### config.mk
export PLATFORM = sky130hd
export DESIGN_NAME = fxvr_rot_stage
export DESIGN_NICKNAME = d
export VERILOG_FILES = /design/src/fxvr_pkg.sv /design/src/fxvr_rot_stage.sv
export VERILOG_INCLUDE_DIRS = /design/src /design/src/src
export SDC_FILE = /design/constraint.sdc
export NUM_CORES = 2
export LEC_CHECK = 0
export BUFFER_PORTS_ARGS = -buffer_cell sky130_fd_sc_hd__buf_2
export CORE_MARGIN = 2
export CORE_UTILIZATION = 37
export DETAILED_ROUTE_END_ITERATION = 12
export HOLD_SLACK_MARGIN = 0.12
export PLACE_DENSITY = 0.54
export SLEW_MARGIN = 20
export SYNTH_ARGS = -nofsm -noshare
export SYNTH_HDL_FRONTEND = slang
export SYNTH_SLANG_ARGS = --single-unit
### constraint.sdc
create_clock -name clk -period 4.95 [get_ports clk]
set_input_delay 0.2475 -clock clk [delete_from_list [all_inputs] [get_ports clk]]
set_output_delay 0.2475 -clock clk [all_outputs]
set_load 0.005 [all_outputs]
### src/fixed_point_xyz_vertex_rotation_unit_defines.svh
// Assertion macros shared by the vertex rotation unit RTL.
`ifndef FIXED_POINT_XYZ_VERTEX_ROTATION_UNIT_DEFINES_SVH
`define FIXED_POINT_XYZ_VERTEX_ROTATION_UNIT_DEFINES_SVH

`ifndef SYNTH
`define FXVR_ASSERT_IMP(lbl, ante, cons) \
  lbl: assert property (@(posedge clk) disable iff (!rst_n) (ante) |-> (cons)) \
    else $error("fxvr assertion failed");
`define FXVR_ASSERT_NXT(lbl, ante, cons) \
  lbl: assert property (@(posedge clk) disable iff (!rst_n) (ante) |=> (cons)) \
    else $error("fxvr assertion failed");
`else
`define FXVR_ASSERT_IMP(lbl, ante, cons)
`define FXVR_ASSERT_NXT(lbl, ante, cons)
`endif

`endif

### src/fxvr_pkg.sv
// Package: types, constants and sine/cosine lookup for the vertex rotation unit.
`default_nettype none

package fxvr_pkg;

  localparam int ANGLE_STEPS = 360;
  localparam int QUARTER     = ANGLE_STEPS / 4;
  localparam int FRAC_BITS   = 8;
  localparam int VEC_W       = 16;
  localparam int ANGLE_W     = 9;
  localparam int TRIG_W      = FRAC_BITS + 2;
  localparam int PROD_W      = VEC_W + TRIG_W;
  localparam int CFG_IDX_W   = 2;

  typedef logic signed [VEC_W-1:0]  vec_t;
  typedef logic signed [TRIG_W-1:0] trig_t;
  typedef logic signed [PROD_W-1:0] prod_t;
  typedef logic [ANGLE_W-1:0]       angle_t;

  typedef enum logic [CFG_IDX_W-1:0] {
    REG_ANGLE_X = 2'd0,
    REG_ANGLE_Y = 2'd1,
    REG_ANGLE_Z = 2'd2
  } cfg_reg_t;

  localparam trig_t TRIG_ONE   = trig_t'(1 << FRAC_BITS);
  localparam prod_t TRUNC_BIAS = prod_t'((1 << FRAC_BITS) - 1);
  localparam vec_t  CENTRE_X   = vec_t'(64 << FRAC_BITS);
  localparam vec_t  CENTRE_Y   = vec_t'(32 << FRAC_BITS);

  // trunc(256*sin(k deg)), k = 0..90
  localparam logic [8:0] QSIN [0:90] = '{
    9'd0,   9'd4,   9'd8,   9'd13,  9'd17,  9'd22,  9'd26,  9'd31,  9'd35,  9'd40,
    9'd44,  9'd48,  9'd53,  9'd57,  9'd61,  9'd66,  9'd70,  9'd74,  9'd79,  9'd83,
    9'd87,  9'd91,  9'd95,  9'd100, 9'd104, 9'd108, 9'd112, 9'd116, 9'd120, 9'd124,
    9'd128, 9'd131, 9'd135, 9'd139, 9'd143, 9'd146, 9'd150, 9'd154, 9'd157, 9'd161,
    9'd164, 9'd167, 9'd171, 9'd174, 9'd177, 9'd181, 9'd184, 9'd187, 9'd190, 9'd193,
    9'd196, 9'd198, 9'd201, 9'd204, 9'd207, 9'd209, 9'd212, 9'd214, 9'd217, 9'd219,
    9'd221, 9'd223, 9'd226, 9'd228, 9'd230, 9'd232, 9'd233, 9'd235, 9'd237, 9'd238,
    9'd240, 9'd242, 9'd243, 9'd244, 9'd246, 9'd247, 9'd248, 9'd249, 9'd250, 9'd251,
    9'd252, 9'd252, 9'd253, 9'd254, 9'd254, 9'd255, 9'd255, 9'd255, 9'd255, 9'd255,
    9'd256
  };

  function automatic angle_t angle_wrap(input angle_t ang);
    return (ang >= angle_t'(ANGLE_STEPS)) ? angle_t'(ang - angle_t'(ANGLE_STEPS)) : ang;
  endfunction

  function automatic trig_t sine_fix(input angle_t ang);
    angle_t            a;
    logic [1:0]        q;
    logic [6:0]        r;
    logic [8:0]        mag;
    logic [TRIG_W-1:0] mag_s;
    a = angle_wrap(ang);
    if (a < angle_t'(QUARTER)) begin
      q = 2'd0;
      r = 7'(a);
    end else if (a < angle_t'(2 * QUARTER)) begin
      q = 2'd1;
      r = 7'(a - angle_t'(QUARTER));
    end else if (a < angle_t'(3 * QUARTER)) begin
      q = 2'd2;
      r = 7'(a - angle_t'(2 * QUARTER));
    end else begin
      q = 2'd3;
      r = 7'(a - angle_t'(3 * QUARTER));
    end
    if (!q[0]) begin
      mag = QSIN[r];
    end else begin
      mag = QSIN[7'(7'(QUARTER) - r)];
    end
    // table is in 1/256 units; rescale to FRAC_BITS, truncating
    mag_s = TRIG_W'((32'(mag) << FRAC_BITS) >> 8);
    return q[1] ? -trig_t'(mag_s) : trig_t'(mag_s);
  endfunction

  function automatic trig_t cosine_fix(input angle_t ang);
    logic [ANGLE_W:0] b;
    b = {1'b0, angle_wrap(ang)} + (ANGLE_W+1)'(QUARTER);
    if (b >= (ANGLE_W+1)'(ANGLE_STEPS)) begin
      b = b - (ANGLE_W+1)'(ANGLE_STEPS);
    end
    return sine_fix(angle_t'(b));
  endfunction

endpackage

`default_nettype wire

### src/fxvr_rot_stage.sv
// Two-stage planar rotation: u = a*c - b*s, v = a*s + b*c, 8.8 truncating products.
`default_nettype none
`include "fixed_point_xyz_vertex_rotation_unit_defines.svh"

module fxvr_rot_stage
  import fxvr_pkg::*;
(
  input  wire   clk,
  input  wire   rst_n,
  input  wire   in_valid,
  input  vec_t  in_a,
  input  vec_t  in_b,
  input  vec_t  in_pass,
  input  trig_t in_c,
  input  trig_t in_s,
  output logic  out_valid,
  output vec_t  out_u,
  output vec_t  out_v,
  output vec_t  out_pass
);

  function automatic vec_t fmul_trunc(input prod_t p);
    prod_t t;
    t = p + (p[PROD_W-1] ? TRUNC_BIAS : prod_t'(0));
    return t[FRAC_BITS+VEC_W-1:FRAC_BITS];
  endfunction

  logic  vld1_r, vld2_r;
  prod_t ac_r, bs_r, as_r, bc_r;
  vec_t  pass1_r, pass2_r;
  vec_t  u_r, v_r;
  vec_t  u_nxt, v_nxt;

  // stage 1: products
  always_ff @(posedge clk) begin
    if (!rst_n) begin
      vld1_r <= 1'b0;
    end else begin
      vld1_r <= in_valid;
    end
  end

  always_ff @(posedge clk) begin
    ac_r    <= prod_t'(in_a) * prod_t'(in_c);
    bs_r    <= prod_t'(in_b) * prod_t'(in_s);
    as_r    <= prod_t'(in_a) * prod_t'(in_s);
    bc_r    <= prod_t'(in_b) * prod_t'(in_c);
    pass1_r <= in_pass;
  end

  // stage 2: truncate and combine
  always_comb begin
    u_nxt = fmul_trunc(ac_r) - fmul_trunc(bs_r);
    v_nxt = fmul_trunc(as_r) + fmul_trunc(bc_r);
  end

  always_ff @(posedge clk) begin
    if (!rst_n) begin
      vld2_r <= 1'b0;
    end else begin
      vld2_r <= vld1_r;
    end
  end

  always_ff @(posedge clk) begin
    u_r     <= u_nxt;
    v_r     <= v_nxt;
    pass2_r <= pass1_r;
  end

  assign out_valid = vld2_r;
  assign out_u     = u_r;
  assign out_v     = v_r;
  assign out_pass  = pass2_r;

  `FXVR_ASSERT_IMP(a_rot_latency, vld2_r, $past(in_valid, 2))
  `FXVR_ASSERT_IMP(a_rot_pass_align, vld2_r, pass2_r == $past(in_pass, 2))
  `FXVR_ASSERT_IMP(a_rot_identity,
                   vld2_r && $past((in_c == TRIG_ONE) && (in_s == '0), 2),
                   (u_r == $past(in_a, 2)) && (v_r == $past(in_b, 2)))

endmodule

`default_nettype wire

==> impl_metrics.json <==
{
  "clk_pin_slew_ns": 0.08,
  "syn_area_mm2": 0.02942,
  "rr_startpoint": "bs_r[25]$_DFF_P_",
  "slew_violations": 0,
  "fmax_ghz": 0.2052,
  "drcViolationCount": 0,
  "io_buffers": 119,
  "drt-total-wl_mm": 70.96,
  "final_util": 0.4478,
  "syn_area_per_cell_um2": 8.913,
  "cts-root-buf": "clkbuf_16",
  "ir_drop_mv": 0.5137,
  "endpoint": "ac_r[25]$_DFF_P_",
  "grt_max_degree": 24,
  "die_x_um": 286.0,
  "critPathMaxFanout": 11,
  "syn_inst": 3301,
  "hpwl_mm": 60.49,
  "fin_setup_tns_ns": 0,
  "setup_viol": 0,
  "rsz0062_at_grt": "true",
  "synth_ff_type": "dfxtp_1",
  "hold_viol_final": 0,
  "die_h_um": 286.0,
  "cts_tree": "built",
  "multiInputGateArea_mm2": 0.02304,
  "grt_pass1_vias": 22770,
  "r2r_end": "out_u[15]$_DFF_P_",
  "slew_headroom": 0.4117,
  "num_vias": 22180,
  "drtPass1Iterations": 5,
  "ff_latch_area_mm2": 0.003324,
  "finalCritPeriodShare": 0.9845,
  "max_slew.worst_pin.slew_ns": 0.8807,
  "run_status": "finished, final reports clean",
  "dp_cells": 4722,
  "fin_area_mm2": 0.03532,
  "syn_nets": 4232,
  "placed_cell_area_mm2": 0.03402,
  "cts_made_buffers": 17,
  "routed_via_density": 4.630,
  "nets": 4654,
  "worstSetupEndpointType": "register",
  "powerDensity_mw_per_mm2": 745.1,
  "finalClockSkew_ns": 0.01934,
  "htree_levels": 4,
  "reg2reg_slack_ns": 0.37,
  "finalNonFillerCells": 4790,
  "design_power_total_mw": 26.32,
  "maxCapViolCount": 0,
  "fillers": 7865,
  "yosysTopAreaCellShare": 0.3797,
  "globalplace.congestion": 0.8187,
  "ios": 120,
  "hold_path.class": "in2reg",
  "crit_path_start": "in_c[2]",
  "cts_sinks": 166,
  "antenna_left": 0,
  "ys_ff_latch": 166,
  "overflow": 0,
  "clk_latency_ns": 0.50,
  "required_ns": 5.37,
  "wl_per_cell_um": 14.81,
  "reg2reg_depth": 17,
  "cts.path.max_buffers": 2,
  "track_usage": 0.1830,
  "areaGrowthSynthToFinish_pct": 20.03,
  "num_rows": 103,
  "drive_gt1_frac": 0.1598,
  "startpoint_type": "input pin",
  "synthArstFlopShare": 0,
  "worstSetupPathType": "in2reg",
  "grt_pass1_wl_mm": 118.0,
  "core_area_mm2": 0.07887,
  "drt_iter0_markers": 1133,
  "synth_top_area_cell": "fa_1",
  "yosysSeqAreaShare": 0.1129,
  "start_util": 0.3730,
  "leakage_nw": 18.22,
  "min_period_ns": 4.873,
  "yosys_warnings": 0,
  "antenna_found_initial": 7,
  "synth_edf_count": 0,
  "die-area_mm2": 0.08179,
  "netlist-cell-type-count": 56,
  "yosys-top-cells-area": "fa_1 (38%), ha_1 (13%), dfxtp_1 (11%)",
  "arrival_ns": 5.30
}
==> metal layers <==
metal | share of wire | wire length, µm | global-route usage
met4 | 0.018 | 1294 | 0.04319
met2 | 0.45 | 32240 | 0.2919
met3 | 0.042 | 2990 | 0.02903
met1 | 0.48 | 34410 | 0.2603
met5 | 0.00042 | 30 | 0
==> flip-flops by register name, summed over array words and instances (netlist names) <==
signal,flops
bs_r,25
pass1_r,16
vld1_r,1
ac_r,25
bc_r,25
out_valid,1
out_pass,16
out_u,16
out_v,16
as_r,25
==> report_power, final <==
group / switching (mW) / internal, mW / leakage, nW
combinational: 11.2 / 11.1 / 16.5
sequential: 0.383 / 2.20 / 1.40
clock: 0.698 / 0.672 / 0.278
total: 12.3 / 14.0 / 18.2
==> how the worst min path moves through the flow <==
stage	from	to	slack, ns	cells past startpoint
after floorplan	in_pass[0]	pass1_r[0]$_DFF_P_	0.28	0
after global placement	pass1_r[1]$_DFF_P_	out_pass[1]$_DFF_P_	0.31	0
after detailed placement	pass1_r[6]$_DFF_P_	out_pass[6]$_DFF_P_	0.31	0
after CTS	in_c[0]	bc_r[0]$_DFF_P_	0.20	2
after global routing	in_c[0]	bc_r[0]$_DFF_P_	0.23	2
final	in_c[0]	bc_r[0]$_DFF_P_	0.23	2
==> per-stage QoR <==
step | hold WS [ns] | setup slack, ns
4_1_cts | 0.1961 | 0.02138
2_1_floorplan | 0.2752 | 0.001626
6_report | 0.2326 | 0.07690
3_3_place_gp | 0.3096 | -0.6635
5_1_grt | 0.2281 | -0.09844
3_5_place_dp | 0.3136 | -0.7063
==> cell usage after synthesis, types with 5 or more instances <==
cell type  instances
a211oi_1           6
a21o_1            31
a21oi_1           85
a31o_2             8
a31oi_1            6
and2_1           235
and3_1             9
clkbuf_1         123
dfxtp_1          166
fa_1             558
ha_1             302
inv_1            757
nand2_1          417
nand2b_1          22
nand3_1           37
nand4_1           14
nor2_1           131
nor2b_1           16
nor3_1            30
o21a_1            16
o21ai_0           57
o21bai_1           9
o31a_1             5
o31ai_1            8
or3_1              8
xnor2_1          145
xor2_1            47
==> cell families (layout without fill, tap and decap cells) <==
family / count (synthesis) / count (layout) / synth area share
other: 0 / 4 / 0
adder cells (fa/ha/maj): 860 / 860 / 0.5081
XOR/XNOR: 193 / 193 / 0.05792
flip-flops: 166 / 166 / 0.1129
AND/OR/NAND/NOR: 932 / 932 / 0.1493
multiplexers: 2 / 2 / 0.0006804
AO/OA/AOI/OAI: 267 / 267 / 0.05869
buffers and inverters: 881 / 1316 / 0.1124
==> placed cells by master, fill, tap and decap left out, types with 75 or more instances in the layout <==
master,Yosys,layout
inv_1,757,755
nor2_1,131,129
buf_2,0,93
fa_1,558,558
a21oi_1,85,75
dfxtp_1,166,165
ha_1,302,294
buf_4,0,359
nand2_1,417,414
and2_1,235,232
xnor2_1,145,145
==> cell type report <==
class	instances	area share
clock inverter	15	0.004606
timing repair buffer	526	0.1187
sequential	166	0.09413
inverter	758	0.08063
clock buffer	17	0.01205
multi-input combinational	2254	0.6524
antenna	4	0.0002834
tap	1050	0.03720
==> critical path: stages <==
cell       delay [ns]
buf_4            0.18
buf_4            0.17
nand2_1          0.08
fa_1             0.49
fa_1             0.51
inv_1            0.05
fa_1             0.49
fa_1             0.49
inv_1            0.05
fa_1             0.47
inv_1            0.04
ha_1             0.33
nand4_1          0.13
a21oi_2          0.05
a211o_1          0.29
a221o_2          0.44
a2111oi_4        0.39
o21bai_1         0.11
a21oi_1          0.17
xnor2_1          0.13
==> timing repair <==
item                                   in CTS  in global routing
buffers inserted                            0                 12
setup endpoints to repair                   3                 23
pin swaps                                   0                 19
hold buffers                               19                  0
endpoints found under the hold margin      18                  0
gates cloned                                0                  1
resized for setup                           8                106
Note: power is estimated with default switching activity, not from simulation.
